===== src/rtl/core/eau_pkg.sv =====
// Package: beat types, character codes and hex digit helper for the escape decoder.
`timescale 1ns / 1ps

package eau_pkg;

   localparam logic [7:0] CHAR_BACKSLASH = 8'h5C;
   localparam logic [7:0] CHAR_LOWER_N   = 8'h6E;
   localparam logic [7:0] CHAR_LOWER_R   = 8'h72;
   localparam logic [7:0] CHAR_LOWER_T   = 8'h74;
   localparam logic [7:0] CHAR_LOWER_X   = 8'h78;
   localparam logic [7:0] CHAR_UPPER_X   = 8'h58;
   localparam logic [7:0] CHAR_DIGIT_0   = 8'h30;
   localparam logic [7:0] CHAR_DIGIT_9   = 8'h39;
   localparam logic [7:0] CHAR_LOWER_A   = 8'h61;
   localparam logic [7:0] CHAR_LOWER_F   = 8'h66;
   localparam logic [7:0] CHAR_UPPER_A   = 8'h41;
   localparam logic [7:0] CHAR_UPPER_F   = 8'h46;
   localparam logic [7:0] BYTE_NEWLINE   = 8'h0A;
   localparam logic [7:0] BYTE_RETURN    = 8'h0D;
   localparam logic [7:0] BYTE_TAB       = 8'h09;
   localparam logic [7:0] HEX_TEN        = 8'd10;

   typedef struct packed {
      logic [7:0] char_in;
      logic       last_of_string;
   } req_type;

   typedef struct packed {
      logic [7:0] byte_out;
      logic       has_byte;
      logic       bad_hex;
      logic       end_of_string;
   } rsp_type;

   // Bit 4 set: not a hex digit.
   function automatic logic [4:0] hex_value(input logic [7:0] c);
      logic [7:0] d;
      d = 8'd0;
      hex_value = 5'h10;
      if (c >= CHAR_DIGIT_0 && c <= CHAR_DIGIT_9) begin
         d = c - CHAR_DIGIT_0;
         hex_value = {1'b0, d[3:0]};
      end else if (c >= CHAR_LOWER_A && c <= CHAR_LOWER_F) begin
         d = c - CHAR_LOWER_A + HEX_TEN;
         hex_value = {1'b0, d[3:0]};
      end else if (c >= CHAR_UPPER_A && c <= CHAR_UPPER_F) begin
         d = c - CHAR_UPPER_A + HEX_TEN;
         hex_value = {1'b0, d[3:0]};
      end
   endfunction

endpackage


===== src/rtl/core/escaped_ascii_unescaper.sv =====
// Top level: backslash escape decoder with hex escapes, one character per beat.
//
//   channel | direction | handshake           | payload
//   req     | in        | req_valid/req_ready | eau_pkg::req_type (char_in, last_of_string)
//   rsp     | out       | rsp_valid/rsp_ready | eau_pkg::rsp_type (byte_out, has_byte,
//           |           |                     |   bad_hex, end_of_string)
//
// One character per cycle sustained while the rsp side keeps up; a taken beat is held in the
// input register, decoded there, and its result is captured in the result register.
// A character that only opens or continues an escape gives no result beat unless it is last.
// Synchronous reset returns the escape state to plain text and empties the input register,
// the result register and the skid entry. A stalled rsp side fills the skid entry, then holds req_ready low.
`timescale 1ns / 1ps

module escaped_ascii_unescaper (
   input  logic              clock,
   input  logic              reset,
   input  logic              req_valid,
   output logic              req_ready,
   input  eau_pkg::req_type  req_data,
   output logic              rsp_valid,
   input  logic              rsp_ready,
   output eau_pkg::rsp_type  rsp_data
);

   logic             push_valid, push_ready;
   eau_pkg::rsp_type push_data;

   eau_decode u_decode (
      .clock      (clock),
      .reset      (reset),
      .req_valid  (req_valid),
      .req_ready  (req_ready),
      .req_data   (req_data),
      .push_valid (push_valid),
      .push_ready (push_ready),
      .push_data  (push_data)
   );

   eau_out_stage u_out_stage (
      .clock      (clock),
      .reset      (reset),
      .push_valid (push_valid),
      .push_ready (push_ready),
      .push_data  (push_data),
      .rsp_valid  (rsp_valid),
      .rsp_ready  (rsp_ready),
      .rsp_data   (rsp_data)
   );

endmodule


===== src/rtl/core/eau_decode.sv =====
// Input register, escape state and per-character decode logic.
`timescale 1ns / 1ps

module eau_decode (
   input  logic              clock,
   input  logic              reset,
   input  logic              req_valid,
   output logic              req_ready,
   input  eau_pkg::req_type  req_data,
   output logic              push_valid,
   input  logic              push_ready,
   output eau_pkg::rsp_type  push_data
);

   typedef enum logic [1:0] {
      MODE_PLAIN,
      MODE_ESCAPE,
      MODE_HEX_HIGH,
      MODE_HEX_LOW
   } mode_type;

   logic             in_valid_ff;
   eau_pkg::req_type in_data_ff;
   mode_type         mode_ff, mode_in;
   logic [3:0]       nibble_ff, nibble_in;
   logic             aborted_ff, aborted_in;
   logic             emit, bad, has_result, advance;
   logic [7:0]       byte_val;
   logic [4:0]       hex;
   logic [7:0]       c;
   logic             last;

   assign c    = in_data_ff.char_in;
   assign last = in_data_ff.last_of_string;
   assign hex  = eau_pkg::hex_value(c);

   always_comb begin
      mode_in    = mode_ff;
      nibble_in  = nibble_ff;
      aborted_in = aborted_ff;
      emit       = 1'b0;
      bad        = 1'b0;
      byte_val   = 8'd0;
      if (!aborted_ff) begin
         unique case (mode_ff)
            MODE_PLAIN: begin
               if (c == eau_pkg::CHAR_BACKSLASH) begin
                  mode_in = MODE_ESCAPE;
               end else begin
                  emit     = 1'b1;
                  byte_val = c;
               end
            end
            MODE_ESCAPE: begin
               mode_in = MODE_PLAIN;
               emit    = 1'b1;
               priority if (c == eau_pkg::CHAR_LOWER_N) begin
                  byte_val = eau_pkg::BYTE_NEWLINE;
               end else if (c == eau_pkg::CHAR_LOWER_R) begin
                  byte_val = eau_pkg::BYTE_RETURN;
               end else if (c == eau_pkg::CHAR_LOWER_T) begin
                  byte_val = eau_pkg::BYTE_TAB;
               end else if (c == eau_pkg::CHAR_LOWER_X || c == eau_pkg::CHAR_UPPER_X) begin
                  emit    = 1'b0;
                  mode_in = MODE_HEX_HIGH;
               end else begin
                  byte_val = c;
               end
            end
            MODE_HEX_HIGH: begin
               if (!hex[4]) begin
                  nibble_in = hex[3:0];
                  mode_in   = MODE_HEX_LOW;
               end else begin
                  bad = 1'b1;
               end
            end
            MODE_HEX_LOW: begin
               if (!hex[4]) begin
                  emit     = 1'b1;
                  byte_val = {nibble_ff, hex[3:0]};
                  mode_in  = MODE_PLAIN;
               end else begin
                  bad = 1'b1;
               end
            end
            default: begin
               mode_in = MODE_PLAIN;
            end
         endcase
         if (bad) begin
            aborted_in = 1'b1;
            mode_in    = MODE_PLAIN;
            nibble_in  = 4'd0;
         end
      end
      if (last) begin
         mode_in    = MODE_PLAIN;
         nibble_in  = 4'd0;
         aborted_in = 1'b0;
      end
   end

   assign has_result = emit || bad || last;
   assign advance    = in_valid_ff && (!has_result || push_ready);
   assign req_ready  = !in_valid_ff || advance;
   assign push_valid = in_valid_ff && has_result;

   assign push_data.byte_out      = emit ? byte_val : 8'd0;
   assign push_data.has_byte      = emit;
   assign push_data.bad_hex       = bad;
   assign push_data.end_of_string = last;

   always_ff @(posedge clock) begin
      if (reset) begin
         in_valid_ff <= 1'b0;
         mode_ff     <= MODE_PLAIN;
         nibble_ff   <= 4'd0;
         aborted_ff  <= 1'b0;
      end else begin
         if (req_ready) begin
            in_valid_ff <= req_valid;
         end
         if (advance) begin
            mode_ff    <= mode_in;
            nibble_ff  <= nibble_in;
            aborted_ff <= aborted_in;
         end
      end
   end

   always_ff @(posedge clock) begin
      if (req_valid && req_ready) begin
         in_data_ff <= req_data;
      end
   end

endmodule


===== src/rtl/core/eau_out_stage.sv =====
// Result register with skid entry for the response channel.
`timescale 1ns / 1ps

module eau_out_stage (
   input  logic              clock,
   input  logic              reset,
   input  logic              push_valid,
   output logic              push_ready,
   input  eau_pkg::rsp_type  push_data,
   output logic              rsp_valid,
   input  logic              rsp_ready,
   output eau_pkg::rsp_type  rsp_data
);

   logic             main_valid_ff, skid_valid_ff;
   eau_pkg::rsp_type main_data_ff, skid_data_ff;
   logic             pop, push;

   assign pop        = main_valid_ff && rsp_ready;
   assign push_ready = !skid_valid_ff;
   assign push       = push_valid && push_ready;
   assign rsp_valid  = main_valid_ff;
   assign rsp_data   = main_data_ff;

   always_ff @(posedge clock) begin
      if (reset) begin
         main_valid_ff <= 1'b0;
         skid_valid_ff <= 1'b0;
      end else begin
         if (skid_valid_ff) begin
            if (pop) begin
               skid_valid_ff <= 1'b0;
            end
         end else if (push) begin
            if (!main_valid_ff || pop) begin
               main_valid_ff <= 1'b1;
            end else begin
               skid_valid_ff <= 1'b1;
            end
         end else if (pop) begin
            main_valid_ff <= 1'b0;
         end
      end
   end

   always_ff @(posedge clock) begin
      if (skid_valid_ff) begin
         if (pop) begin
            main_data_ff <= skid_data_ff;
         end
      end else if (push) begin
         if (!main_valid_ff || pop) begin
            main_data_ff <= push_data;
         end else begin
            skid_data_ff <= push_data;
         end
      end
   end

endmodule


===== config.mk =====
export PLATFORM = sky130hd
export DESIGN_NAME = escaped_ascii_unescaper
export DESIGN_NICKNAME = d
export VERILOG_FILES = /design/src/rtl/core/eau_pkg.sv /design/src/rtl/core/escaped_ascii_unescaper.sv /design/src/rtl/core/eau_decode.sv /design/src/rtl/core/eau_out_stage.sv
export SDC_FILE = /design/constraint.sdc
export NUM_CORES = 1
export LEC_CHECK = 0
export ABC_AREA = 1
export BUFFER_PORTS_ARGS = -buffer_cell sky130_fd_sc_hd__buf_2
export CORE_UTILIZATION = 60
export CTS_BUF_LIST = sky130_fd_sc_hd__clkbuf_4 sky130_fd_sc_hd__clkbuf_8 sky130_fd_sc_hd__clkbuf_16
export CTS_CLUSTER_DIAMETER = 50
export DETAILED_ROUTE_END_ITERATION = 10
export MAX_ROUTING_LAYER = met4
export PLACE_DENSITY = 0.84
export SYNTH_ARGS = -nofsm -noshare
export SYNTH_HDL_FRONTEND = slang
export SYNTH_HIERARCHICAL = 1
export SYNTH_SLANG_ARGS = --single-unit

===== constraint.sdc =====
create_clock -name clock -period 4.1 [get_ports clock]
set_input_delay 0.41 -clock clock [delete_from_list [all_inputs] [get_ports clock]]
set_output_delay 0.41 -clock clock [all_outputs]
set_load 0.01 [all_outputs]

=== Word level (Yosys, flattened, before mapping) ===
Cells that the tools add are included.

* Memory bits (writable): 0
* Bits in latches: 0
* Input bits: 13
* Memories kept: 0
* Register bits after elaboration: 41
* Memory bits (read-only): 0

* Order comparisons: 6
* Add/subtract/negate cells: 5
* Bitwise logic cells: 2
* Reductions and logical operators: 29
* Shifts and indexed selects: 0
* Equal/unequal tests: 16
* Multiply operators: 0
* Mux-type cells: 54
* Divide/modulo/power cells: 0

{| class="wikitable"
|+ Operators by type and width
! kind !! count
|-
| $mux W8 || 8
|-
| $eq A8 B7 Y1 const B || 6
|-
| $mux W11 || 4
|-
| $pmux W8 S3 || 1
|-
| $mux W1 || 21
|-
| $mux W2 || 10
|-
| $mux W4 || 5
|-
| $ge A8 B7 Y1 const B || 2
|-
| $le A8 B7 Y1 const B || 2
|-
| $mux W5 || 3
|-
| $sub A4 B1 Y4 const B || 3
|-
| $reduce_and A3 Y1 || 3
|-
| $add A4 B4 Y4 const B || 2
|-
| $ge A8 B6 Y1 const B || 1
|-
| $le A8 B6 Y1 const B || 1
|-
| $logic_and A1 B1 Y1 || 8
|-
| $ne A4 B3 Y1 const B || 2
|-
| $pmux W2 S4 || 1
|-
| $logic_or A1 B1 Y1 || 6
|-
| $reduce_bool A2 Y1 || 3
|-
| $reduce_and A5 Y1 || 1
|-
| $eq A2 B2 Y1 const B || 2
|-
| $logic_not A1 Y1 || 4
|-
| $ne A2 B2 Y1 const B || 2
|-
| 10 further kinds || 11
|}

=== Logic depth before layout (Yosys ltp) ===
Gate-level depths: netlist of run 1.

* Depth in word-level cells: 16
* Gate-level depth with buffers: 17
* Depth with buffers taken out: 17

=== Cells and area by module ===
The synthesis of run 1 kept the hierarchy.

{| class="wikitable"
|+ Modules (own cells, without submodules)
! module !! cells an instance !! area each (sq um) !! instances
|-
| eau_decode || 182 || 1292.5 || 1
|-
| eau_out_stage || 78 || 918.4 || 1
|}

=== Worst setup path before layout of run 1 ===
No wires, ideal clock.

* Kind: register to register
* Start point: register u_decode.in_data_ff (netlist bit u_decode/c[0])
* End point: register u_out_stage.main_data_ff (netlist bit u_out_stage/rsp_data[0]) (enable)
* Period minus slack after synthesis: 2.547 ns
* Required time: 3.717 ns
* Buffers on the path: 0
* Setup time: 0.383 ns
* Path slack: 1.553 ns
* Arrival: 2.164 ns
* Cell stages (with the launch flop): 13
* Cells stage by stage: edfxtp_1 inv_1 ha_1 o21ai_2 nand2_1 nand2_4 nand2_4 nand2_4 nand2_2 nand2_4 a21boi_2 nand2_1 a21oi_1

* Word-level cells in the longest chain between the ends: 15
* Elaborated cells on any way between the ends: 37

{| class="wikitable"
|+ RTL lines
! element !! RTL line !! text
|-
| start, declared || eau_decode.sv:23 || <nowiki>eau_pkg::req_type in_data_ff;</nowiki>
|-
| start signal, assigned || eau_decode.sv:134 || <nowiki>in_data_ff <= req_data;</nowiki>
|-
| $ge A8 B7 Y1 / $le A8 B7 Y1 (equally long branches) || eau_pkg.sv:46 || <nowiki>end else if (c >= CHAR_UPPER_A && c <= CHAR_UPPER_F) begin</nowiki>
|-
| $logic_and A1 B1 Y1 || eau_pkg.sv:46 ||
|-
| $mux W5 || eau_pkg.sv:46 ||
|-
| $mux W5 || eau_pkg.sv:43 || <nowiki>end else if (c >= CHAR_LOWER_A && c <= CHAR_LOWER_F) begin</nowiki>
|-
| $mux W5 || eau_pkg.sv:40 || <nowiki>if (c >= CHAR_DIGIT_0 && c <= CHAR_DIGIT_9) begin</nowiki>
|-
| $mux W1 || eau_decode.sv:71, eau_decode.sv:79 ||
|-
| $mux W1 || -- ||
|-
| $mux W1 (2 in series) || eau_decode.sv:44 || <nowiki>if (!aborted_ff) begin</nowiki>
|-
| $logic_or A1 B1 Y1 (*) (2 in series) || eau_decode.sv:104 || <nowiki>assign has_result = emit || bad || last;</nowiki>
|-
| $logic_and A1 B1 Y1 (*) || eau_decode.sv:107 || <nowiki>assign push_valid = in_valid_ff && has_result;</nowiki>
|-
| net push_valid || escaped_ascii_unescaper.sv:26 || <nowiki>logic push_valid, push_ready;</nowiki>
|-
| $logic_and A1 B1 Y1 (*) || eau_out_stage.sv:21 || <nowiki>assign push = push_valid && push_ready;</nowiki>
|-
| $reduce_bool A2 Y1 (no source line) (*) || -- ||
|-
| $reduce_and A3 Y1 (no source line) (*) || -- ||
|-
| end signal, assigned || eau_out_stage.sv:49 || <nowiki>main_data_ff <= skid_data_ff;</nowiki>
|-
| end signal, assigned || eau_out_stage.sv:53 || <nowiki>main_data_ff <= push_data;</nowiki>
|-
| end, declared || eau_out_stage.sv:16 || <nowiki>eau_pkg::rsp_type main_data_ff, skid_data_ff;</nowiki>
|}

The timed path passes the listed nets; every way through them passes the cells marked *. The select of a mux whose other input is x is not followed.
A chain may end at the register's enable or synchronous reset.

=== Final worst setup path of run 1 ===
* Start point: register u_decode.in_data_ff (netlist bit u_decode/c[0])
* End point: register u_out_stage.main_data_ff (netlist bit u_out_stage/rsp_data[1]) (enable)

The elaborated chain is that of the path after synthesis.

==> results of run 1 <==
==> final cells by class <==
type / count / area [µm²]
clock buffers: 6 / 76.3
clock inverters: 2 / 10.0
fillers: 272 / 1020
inverters: 41 / 156
multi-input cells: 171 / 861
flip-flops and latches: 41 / 1130
well taps: 46 / 57.6
repair buffers: 25 / 125
==> flip-flops by register name (all words and copies together), names as in the netlist <==
name	flops
u_out_stage/rsp_data	11
u_decode/mode_ff	2
u_out_stage/skid_data_ff	11
u_decode/in_valid_ff	1
u_decode/c	8
u_out_stage/rsp_valid	1
u_decode/last	1
u_decode/aborted_ff	1
u_decode/nibble_ff	4
u_out_stage/skid_valid_ff	1
==> stage by stage <==
stage | hold WS [ns] | total power, mW | setup slack [ns] | area (µm²)
2_1_floorplan | 0.479 | 0.576 | 1.55 | 2210
3_3_place_gp | 0.498 | 0.602 | 1.29 | 2330
3_5_place_dp | 0.505 | 0.607 | 1.10 | 2330
4_1_cts | 0.287 | 0.859 | 1.09 | 2420
5_1_grt | 0.278 | 0.899 | 0.844 | 2420
6_report | 0.291 | 0.853 | 1.11 | 2420
==> layer usage <==
metal,track usage [%],vias to the layer above,part of all wire (%),wire length [µm]
li1,-,879,-,-
met5,-,-,0,0
met2,41.3,72,49,2060
met3,6.20,11,6.6,277
met1,30.6,792,42,1770
met4,10.2,0,2.2,92
==> critical path: stages, from the launching register on <==
cell and delay [ns]:
edfxtp_1 0.40, inv_1 0.13, ha_1 0.29, nand4_1 0.11, nor2_1 0.05, nor2_1 0.33
nor2_2 0.08, nand2_2 0.10, nand2_4 0.06, a21boi_2 0.17, nand2_1 0.08, a21oi_1 0.82
==> worst max path at each step <==
| stage | startpoint | cells past startpoint | to | slack [ns] |
|---|---|---|---|---|
| 2_1_floorplan | u_decode/c[0]$_DFFE_PP_ | 12 | u_out_stage/rsp_data[0]$_DFFE_PP_ | 1.55 |
| 3_3_place_gp | u_decode/c[0]$_DFFE_PP_ | 11 | u_out_stage/rsp_data[7]$_DFFE_PP_ | 1.29 |
| 3_5_place_dp | u_decode/c[0]$_DFFE_PP_ | 11 | u_out_stage/rsp_data[9]$_DFFE_PP_ | 1.10 |
| 4_1_cts | u_decode/c[0]$_DFFE_PP_ | 11 | u_out_stage/rsp_data[8]$_DFFE_PP_ | 1.09 |
| 5_1_grt | u_decode/c[0]$_DFFE_PP_ | 11 | u_out_stage/rsp_data[10]$_DFFE_PP_ | 0.84 |
| 6_report | u_decode/c[0]$_DFFE_PP_ | 11 | u_out_stage/rsp_data[1]$_DFFE_PP_ | 1.11 |
==> power by group through the flow <==
stage          Clock, mW  Combinational [mW]  Sequential [mW]
2_1_floorplan          0              0.0824            0.494
3_3_place_gp           0               0.109            0.494
3_5_place_dp           0               0.112            0.494
4_1_cts            0.260               0.113            0.485
5_1_grt            0.281               0.130            0.488
6_report           0.254               0.114            0.485
==> logic make-up (layout without fill, tap and decap cells) <==
family                     Yosys count  count (layout)  synth area share [%]
and+or+nand+nor                    137             137                  28.2
buffers and inverters               48              74                  9.90
DFF                                 41              41                  51.2
AOI/OAI and AO/OA                   28              28                  7.70
adders and majority gates            4               4                  2.26
xor gates and xnor gates             2               2                 0.792
==> Yosys cell counts <==
cell type and count:
o22ai_1 4, o21a_1 2, nor2_2 3, nand2_4 5
buf_4 4, xor2_1 2, nand3_2 1, o21bai_1 1
inv_4 1, nand2_2 3, inv_1 39, edfxtp_1 31
inv_2 1, clkdlybuf4s18_2 1, o21ai_0 5, ha_1 4
nand4_1 6, a21boi_2 1, nand4_4 1, nor4_1 1
nand2_1 71, dfxtp_1 10, nand3_1 9, a21oi_1 12
o21ai_2 1, nor2_1 36, o22a_2 1, buf_6 2
nand3b_1 1, a211oi_1 1
==> results.toml, run 1 <==
[power]
power_frac_comb_pct = 13.3
ir_drop_v = 0.000247
clock_power_share_pct = 29.8
p_per_area_nw_per_um2 = 353
switchingPower_mw = 0.217
p_int_mw = 0.636
power_leakage_nw = 1.15
netSwitchingFraction_pct = 25.5
p_seq_share_pct = 56.9

[sta]
hold_violations = 0
post-route-period-util_pct = 73.0
slew_viol_final = 0
finalCriticalPeriod_ns = 2.99
setup_tns_ns = 0
relSlewSlack_pct = 29.6
fmax_ghz = 0.334
setup_viol = 0
rsz0062_at_grt = "false"
clock_skew_ns = 0.00782
worstMarginPinSlew_ns = 1.06

[cells_and_area]
final_common_cell = "nand2_1"
antenna_cells = 0
layout.nets = 302
fin_cells = 332
mostFrequentLayoutCells = "nand2_1 (71), inv_1 (39), nor2_1 (36)"
drive_above_1_share_pct = 17.8
finish.utilization_pct = 70.2
syn_to_final_growth_pct = 9.34

[clock_network]
cts-root-buf = "clkbuf_8"
cts_max_path_buffers = 2
post_cts_buffers = 0
clk_latency_ns = 0.29
cts_resized = 0
cts_tree = "done"
path_clk_slew_ns = 0.07
cts_made_buffers = 5
hold_buffers = 0
cts.sinks = 41
cts.htree.levels = 2

[floorplanning]
die_h_um = 62.7
core.rowCount = 21
initial_utilization_pct = 64.2
ios = 26
dieWidth_um = 62.7
dieArea_um2 = 3930
core-area_um2 = 3440

[drt]
drt_iter0_markers = 108
drtAntennaViolNets = 0
routed_wl_mm = 4.20
num_vias = 1754
drtPass1Iterations = 4
drc = 0
avgViaCountPerCell = 5.28
avgRoutedWirePerCell_um = 12.7

[setup_path]
critical_path.endpoint_type = "flop"
reg2reg_slack_ns = 1.11
crit_required_ns = 4.01
crit_fanout = 11
r2r_start = "u_decode/c[0]$_DFFE_PP_"
r2r-end = "u_out_stage/rsp_data[1]$_DFFE_PP_"
critical_path_class = "flop to flop"
startpoint_type = "flop"
arrival_ns = 2.91
rr_worst_depth = 11

[hold_path]
min_to = "u_decode/last$_DFFE_PP_"
min-delay-start = "req_data[0]"
worstHoldPathType = "input port to flop"
hold_depth = 1

[placement]
dpl.hpwl_mm = 3.22
dp.cells = 324
portBuffers = 25
finalWeightedCongestion = 1.00

[synth]
synth_top_area_cell = "edfxtp_1"
ys_seq_elements = 41
netlist_instances = 260
synth_fp_nets = 277
synth_cell_types = 30
avgSynthCellArea_um2 = 8.50
synth_area_leaders = "edfxtp_1 (42%), nand2_1 (12%), dfxtp_1 (9.1%), inv_1 (6.6%), nor2_1 (6.1%)"
yosysWarnings = 6
yosysSeqAreaShare_pct = 51.2
syn_area_um2 = 2210
synth.top_cell.area_share_pct = 42.1

[global_routing]
grt_pass1_wl_mm = 7.54
track_usage_pct = 25.5
grt_overflow = 0
antenna_found_initial = 0
grt_pass1_vias = 1684
grt_max_degree = 16

[flow_run]
drv_cap = 0

[outcome]
outcome = "completed"
No activity file was read; power rests on OpenSTA's default activity.
==> inputs of run 2 (changes only) <==
--- a/config.mk
+++ b/config.mk
@@ -5,14 +5,14 @@
 export SDC_FILE = /design/constraint.sdc
 export NUM_CORES = 1
 export LEC_CHECK = 0
-export ABC_AREA = 1
+export ABC_AREA = 0
 export BUFFER_PORTS_ARGS = -buffer_cell sky130_fd_sc_hd__buf_2
-export CORE_UTILIZATION = 60
+export CORE_UTILIZATION = 52
 export CTS_BUF_LIST = sky130_fd_sc_hd__clkbuf_4 sky130_fd_sc_hd__clkbuf_8 sky130_fd_sc_hd__clkbuf_16
 export CTS_CLUSTER_DIAMETER = 50
 export DETAILED_ROUTE_END_ITERATION = 10
 export MAX_ROUTING_LAYER = met4
-export PLACE_DENSITY = 0.84
+export PLACE_DENSITY = 0.77
 export SYNTH_ARGS = -nofsm -noshare
 export SYNTH_HDL_FRONTEND = slang
 export SYNTH_HIERARCHICAL = 1
==> constraint.sdc (replaced) <==
create_clock -name clock -period 2.7 [get_ports clock]
set_input_delay 0.27 -clock clock [delete_from_list [all_inputs] [get_ports clock]]
set_output_delay 0.27 -clock clock [all_outputs]
set_load 0.01 [all_outputs]
==> run 2 against run 1 <==
  * Register-to-register slack got worse by 1.0 ns
  * First-iteration DRC count rose by 31%
  * Clock power rose by 94%
  * Count of clock-buffer cells in the layout did not move
==> results.toml, run 2 <==
[global_routing]
grt_pass1_wl_mm = 6.91
antenna_found_initial = 0
track_usage_pct = 21.8
grt_overflow = 0
grt_max_degree = 14
grt_pass1_vias = 1463

[setup_path]
critical_path.endpoint_type = "flop"
critical_path_class = "flop to flop"
cp_slowest_cell = "mux2_2"
crit_fanout = 10
arrival_ns = 2.65
crit_required_ns = 2.76
cp_common_cell = "mux2_2"
crit_chain = "buf_4 -> ha_1 -> o21bai_1 -> a21o_1 -> mux2_2 -> a222oi_1 -> nor2_1 -> mux2_2"
slowest_delay_ns = 0.41
startpoint_type = "flop"

[sta]
post-route-period-util_pct = 96.2
hold_violations = 0
setup_tns_ns = 0
clock_skew_ns = 0.00892
finalCriticalPeriod_ns = 2.60
worstMarginPinSlew_ns = 0.556
relSlewSlack_pct = 62.9
slew_viol_final = 0
rsz0062_at_grt = "false"
fmax_ghz = 0.385
setup_viol = 0

[synth]
synth.top_cell.area_share_pct = 41.3
avgSynthCellArea_um2 = 11.5
yosysSeqAreaShare_pct = 50.1
synth-edff-count = 31
synth_fp_nets = 213
yosysMostFrequentCell = "edfxtp_1"
synth_cell_types = 56
synthArstFlopShare_pct = 0
synthFlopType = "edfxtp_1"
yosysWarnings = 6
synth_top_area_cell = "edfxtp_1"
netlist_instances = 196
syn_area_um2 = 2260
synth_area_leaders = "edfxtp_1 (41%), dfxtp_1 (8.9%), mux2_4 (4.0%), mux2_2 (3.0%), inv_1 (2.8%)"
ys_seq_elements = 41
ys_top_cells_by_count = "edfxtp_1 (31), inv_1 (17), nor2_1 (13), nand2_1 (12), a21oi_1 (11)"

[clock_network]
cts_made_buffers = 5
cts_tree = "done"
cts.htree.levels = 2
clk_latency_ns = 0.30
hold_buffers = 0
cts_resized = 0
post_cts_buffers = 0
cts_max_path_buffers = 2
cts-root-buf = "clkbuf_8"
cts.sinks = 41
path_clk_slew_ns = 0.08

[floorplanning]
dieWidth_um = 67.9
ios = 26
core-area_um2 = 4090
dieArea_um2 = 4610
die_h_um = 67.9
core.rowCount = 23
initial_utilization_pct = 55.2

[placement]
dp.cells = 272
finalWeightedCongestion = 0.940
portBuffers = 25
dpl.hpwl_mm = 3.14

[outcome]
outcome = "completed"

[drt]
avgRoutedWirePerCell_um = 15.1
num_vias = 1600
drtAntennaViolNets = 0
drt_iter0_markers = 141
routed_wl_mm = 4.23
drc = 0
drtPass1Iterations = 4
avgViaCountPerCell = 5.71

[power]
p_per_area_nw_per_um2 = 521
p_total_mw = 1.36
ir_drop_v = 0.000452
power_leakage_nw = 0.944

[cells_and_area]
finish.utilization_pct = 63.7
antenna_cells = 0
fillCellCount = 328
mostFrequentLayoutCells = "edfxtp_1 (31), buf_2 (25), inv_1 (17)"
layout.nets = 246
final_common_cell = "edfxtp_1"
register_area_um2 = 1130
fin_cells = 280
syn_to_final_growth_pct = 15.5
multi_input_area_um2 = 996
drive_above_1_share_pct = 30.0

[flow_run]
drv_cap = 0

[hold_path]
worstHoldPathType = "input port to flop"
## run 2: worst max-delay path: cells and delay by family (launching register included)
family          cells  cell delay, ns
compound gates      3            0.83
mux                 2            0.69
flops               1            0.38
fa+ha+maj           1            0.20
buf+inv             1            0.16
simple gates        1            0.11
## run 2: layout make-up
type                            instances  share of cell area (%)
Timing Repair Buffer                   37                    9.22
Tap cell                               50                    2.40
Clock inverter                          2                    1.34
Multi-Input combinational cell        127                    38.2
Inverter                               17                    2.45
Clock buffer                            6                    2.93
Sequential cell                        41                    43.4
## run 2: power by group
part | internal (mW) | switching (mW) | total (mW)
logic | 0.0687 | 0.0750 | 0.144
registers | 0.703 | 0.0174 | 0.721
clock network | 0.284 | 0.209 | 0.493
## run 2: stage by stage
step           worst slack, ns  instance area [µm²]  hold slack, ns
6_report                 0.103                 2610           0.148
5_1_grt                0.00428                 2610           0.135
4_1_cts                 0.0570                 2600           0.139
3_5_place_dp            0.0914                 2490           0.448
3_3_place_gp             0.193                 2490           0.446
2_1_floorplan           0.0703                 2260           0.348
## run 2: path summary, 6_finish.rpt
check                                      from                            endpoint  slack (ns)  depth (start not counted)
max                     u_decode/c[0]$_DFFE_PP_   u_out_stage/rsp_data[4]$_DFFE_PP_        0.10                          8
max reg2reg             u_decode/c[0]$_DFFE_PP_   u_out_stage/rsp_data[4]$_DFFE_PP_        0.10                          8
min reg2reg  u_decode/nibble_ff[3]$_SDFFE_PP0P_  u_decode/nibble_ff[3]$_SDFFE_PP0P_        0.47                          2
min                                 req_data[8]             u_decode/c[7]$_DFFE_PP_        0.15                          1
## run 2: per-layer routing
metal / part of all wire [%] / vias up / GRT usage, %
met4: 2.0 / 0 / 11.2
met1: 45 / 733 / 27.3
met5: 0 / - / -
li1: - / 800 / -
met3: 5.5 / 7 / 6.67
met2: 48 / 60 / 31.6
## run 2: cell families after synthesis
| logic type | synth area share [%] |
|---|---|
| AO/OA/AOI/OAI | 18.4 |
| multiplexers | 9.21 |
| flip-flops | 50.1 |
| buffers and inverters | 6.32 |
| XOR/XNOR | 0.388 |
| adder cells (fa/ha/maj) | 2.22 |
| AND/OR/NAND/NOR | 13.4 |
==> inputs of run 3 (changes only) <==
--- a/config.mk
+++ b/config.mk
@@ -7,12 +7,14 @@
 export LEC_CHECK = 0
 export ABC_AREA = 0
 export BUFFER_PORTS_ARGS = -buffer_cell sky130_fd_sc_hd__buf_2
-export CORE_UTILIZATION = 52
+export CAP_MARGIN = 0
+export CORE_UTILIZATION = 60
 export CTS_BUF_LIST = sky130_fd_sc_hd__clkbuf_4 sky130_fd_sc_hd__clkbuf_8 sky130_fd_sc_hd__clkbuf_16
 export CTS_CLUSTER_DIAMETER = 50
 export DETAILED_ROUTE_END_ITERATION = 10
+export GPL_TIMING_DRIVEN = 0
 export MAX_ROUTING_LAYER = met4
-export PLACE_DENSITY = 0.77
+export PLACE_DENSITY = 0.84
 export SYNTH_ARGS = -nofsm -noshare
 export SYNTH_HDL_FRONTEND = slang
 export SYNTH_HIERARCHICAL = 1
==> constraint.sdc (replaced) <==
create_clock -name clock -period 3.2 [get_ports clock]
set_input_delay 0.32 -clock clock [delete_from_list [all_inputs] [get_ports clock]]
set_output_delay 0.32 -clock clock [all_outputs]
set_load 0.01 [all_outputs]
==> run 3 against run 2 <==
  * Sequential power shrank 16%
  * Register-to-register slack better by 0.06 ns
  * First-iteration DRC count is 6.4% higher
  * Sequential cell count unchanged
  * Via count up 6.8%
  * Clock skew down 0.0022 ns
  * Setup slack better by 0.061 ns
  * Hold slack better by 0.042 ns
  * Maximum frequency down 14%
  * Non-clock buffer count fell by 1
  * Design area decreased by 0.38%
  * Largest cell class unchanged
==> results.toml, run 3 (synthesized netlist as in run 2, its figures left out) <==
[sta]
post-route-period-util_pct = 94.9
hold_violations = 0
fmax_ghz = 0.329
fin_hold_ws_ns = 0.191
rsz0062_at_grt = "false"
worst_slack_ns = 0.164
relSlewSlack_pct = 32.4
worstMarginPinSlew_ns = 0.999
clock_skew_ns = 0.00672
setup_viol = 0
finalCriticalPeriod_ns = 3.04
slew_viol_final = 0

[setup_path]
critical_path_class = "flop to flop"
arrival_ns = 2.97
crit_chain = "inv_1 -> ha_1 -> o21bai_1 -> a21o_1 -> clkbuf_1 -> a211o_4 -> and3_2 -> and4_1"
crit_fanout = 11
rr_worst_depth = 8
startpoint_type = "flop"
critical_path.endpoint_type = "flop"
r2r_start = "u_decode/c[0]$_DFFE_PP_"
cp_slowest_cell = "and4_1"
crit_required_ns = 3.14
reg2reg_slack_ns = 0.16
r2r-end = "u_out_stage/skid_data_ff[3]$_DFFE_PP_"
slowest_delay_ns = 0.53

[cells_and_area]
syn_to_final_growth_pct = 15.0
drive_above_1_share_pct = 27.9
layout.nets = 245
fillCellCount = 235
fin_cells = 275
final_common_cell = "edfxtp_1"
mostFrequentLayoutCells = "edfxtp_1 (31), buf_2 (27), inv_1 (17)"
antenna_cells = 0

[power]
p_per_area_nw_per_um2 = 472
p_total_mw = 1.22
ir_drop_v = 0.000294
power_frac_comb_pct = 9.9
clock_power_share_pct = 40.6
switchingPower_mw = 0.264
power_leakage_nw = 0.932
p_seq_share_pct = 49.5
netSwitchingFraction_pct = 21.5
p_int_mw = 0.961

[clock_network]
cts.sinks = 41
cts-root-buf = "clkbuf_8"
cts.htree.levels = 2
cts_max_path_buffers = 2
cts_made_buffers = 5
path_clk_slew_ns = 0.08
cts_tree = "done"
hold_buffers = 0
clk_latency_ns = 0.30

[placement]
portBuffers = 25
dp_worst_setup_slack_ns = -0.364
dp.cells = 267
dpl.hpwl_mm = 3.29
finalWeightedCongestion = 0.923

[global_routing]
use_met1_pct = 31.8
grt_pass1_vias = 1680
grt_pass1_wl_mm = 7.97
grt_max_degree = 15
use_met2_pct = 43.4
track_usage_pct = 26.4
antenna_found_initial = 0
gr-usage-met3_pct = 6.16
grt.busiest_layer = "met2"
grt_overflow = 0

[floorplanning]
initial_utilization_pct = 65.0
dieArea_um2 = 4010
dieWidth_um = 63.3
core.rowCount = 21
die_h_um = 63.3
core-area_um2 = 3470
ios = 26

[hold_path]
min-delay-start = "req_data[0]"
min_to = "u_decode/last$_DFFE_PP_"
hold_depth = 1
worstHoldPathType = "input port to flop"

[flow_run]
drv_cap = 0

[drt]
avgViaCountPerCell = 6.21
drtAntennaViolNets = 0
drc = 0
avgRoutedWirePerCell_um = 16.8
routed_wl_mm = 4.63
num_vias = 1708
drt_iter0_markers = 150
drtPass1Iterations = 4

[outcome]
outcome = "completed"
-- run 3: cell count changes in the layout (fill, tap and decap cells not counted), sizes merged --
cell / previous run / this run
inv: 17 / 18
clkbuf: 6 / 8
buf: 37 / 33
bufinv: 1 / 2
clkinv: 1 / 0
-- run 3: worst max-delay path: cells and delay by family, from the launching register on --
family	cells	cell delay [ns]
AND/OR/NAND/NOR	2	0.80
buffers and inverters	2	0.58
AO/OA/AOI/OAI	3	0.57
flip-flops	1	0.44
adder cells (fa/ha/maj)	1	0.29
-- run 3: worst max-delay path by stage --
stage / startpoint / cells past startpoint / slack [ns] / to
final: u_decode/c[0]$_DFFE_PP_ / 8 / 0.16 / u_out_stage/skid_data_ff[3]$_DFFE_PP_
after global routing: u_decode/c[0]$_DFFE_PP_ / 8 / 0.009 / u_out_stage/skid_data_ff[7]$_DFFE_PP_
after CTS: u_decode/c[0]$_DFFE_PP_ / 10 / 0.09 / u_out_stage/rsp_data[2]$_DFFE_PP_
after detailed placement: u_decode/c[0]$_DFFE_PP_ / 8 / -0.36 / u_decode/c[5]$_DFFE_PP_
after global placement: u_decode/c[0]$_DFFE_PP_ / 8 / -0.29 / u_decode/c[0]$_DFFE_PP_
after floorplan: u_decode/c[0]$_DFFE_PP_ / 8 / 0.21 / u_decode/c[0]$_DFFE_PP_
-- run 3: stage by stage --
step | utilization (%) | area, µm² | TNS [ns]
after CTS | 74.5 | 2580 | 0
final | 74.8 | 2590 | 0
after detailed placement | 70.3 | 2440 | -5.14
after global placement | 70.3 | 2440 | -2.93
after floorplan | - | 2260 | 0
after global routing | 74.8 | 2590 | 0
-- run 3: metal layers --
metal,up-vias,routed length [µm]
met5,-,0
met4,0,87
met1,807,1890
met2,88,2330
met3,11,319
li1,802,-
-- run 3: final cells by class --
type                            count  area (µm²)  share of cell area [%]
Buffer                             11        78.8                    3.04
Clock buffer                        5        68.8                    2.65
Clock inverter                      3        68.8                    2.65
Inverter                           17        63.8                    2.46
Multi-Input combinational cell    127        1000                    38.6
Sequential cell                    41        1130                    43.6
Tap cell                           46        57.6                    2.22
Timing Repair Buffer               25         125                    4.82
-- run 3: power by group through the flow --
| stage | clock network (mW) | registers [mW] | logic (mW) |
|---|---|---|---|
| 2_1_floorplan | 0 | 0.619 | 0.0795 |
| 3_3_place_gp | 0 | 0.617 | 0.113 |
| 3_5_place_dp | 0 | 0.618 | 0.117 |
| 4_1_cts | 0.503 | 0.605 | 0.120 |
| 5_1_grt | 0.524 | 0.609 | 0.132 |
| 6_report | 0.498 | 0.606 | 0.121 |
-- run 3: timing repair --
item | in CTS | in global routing
setup endpoints to repair | 20 | 20
setup buffers | 0 | 0
resized for setup | 3 | 2
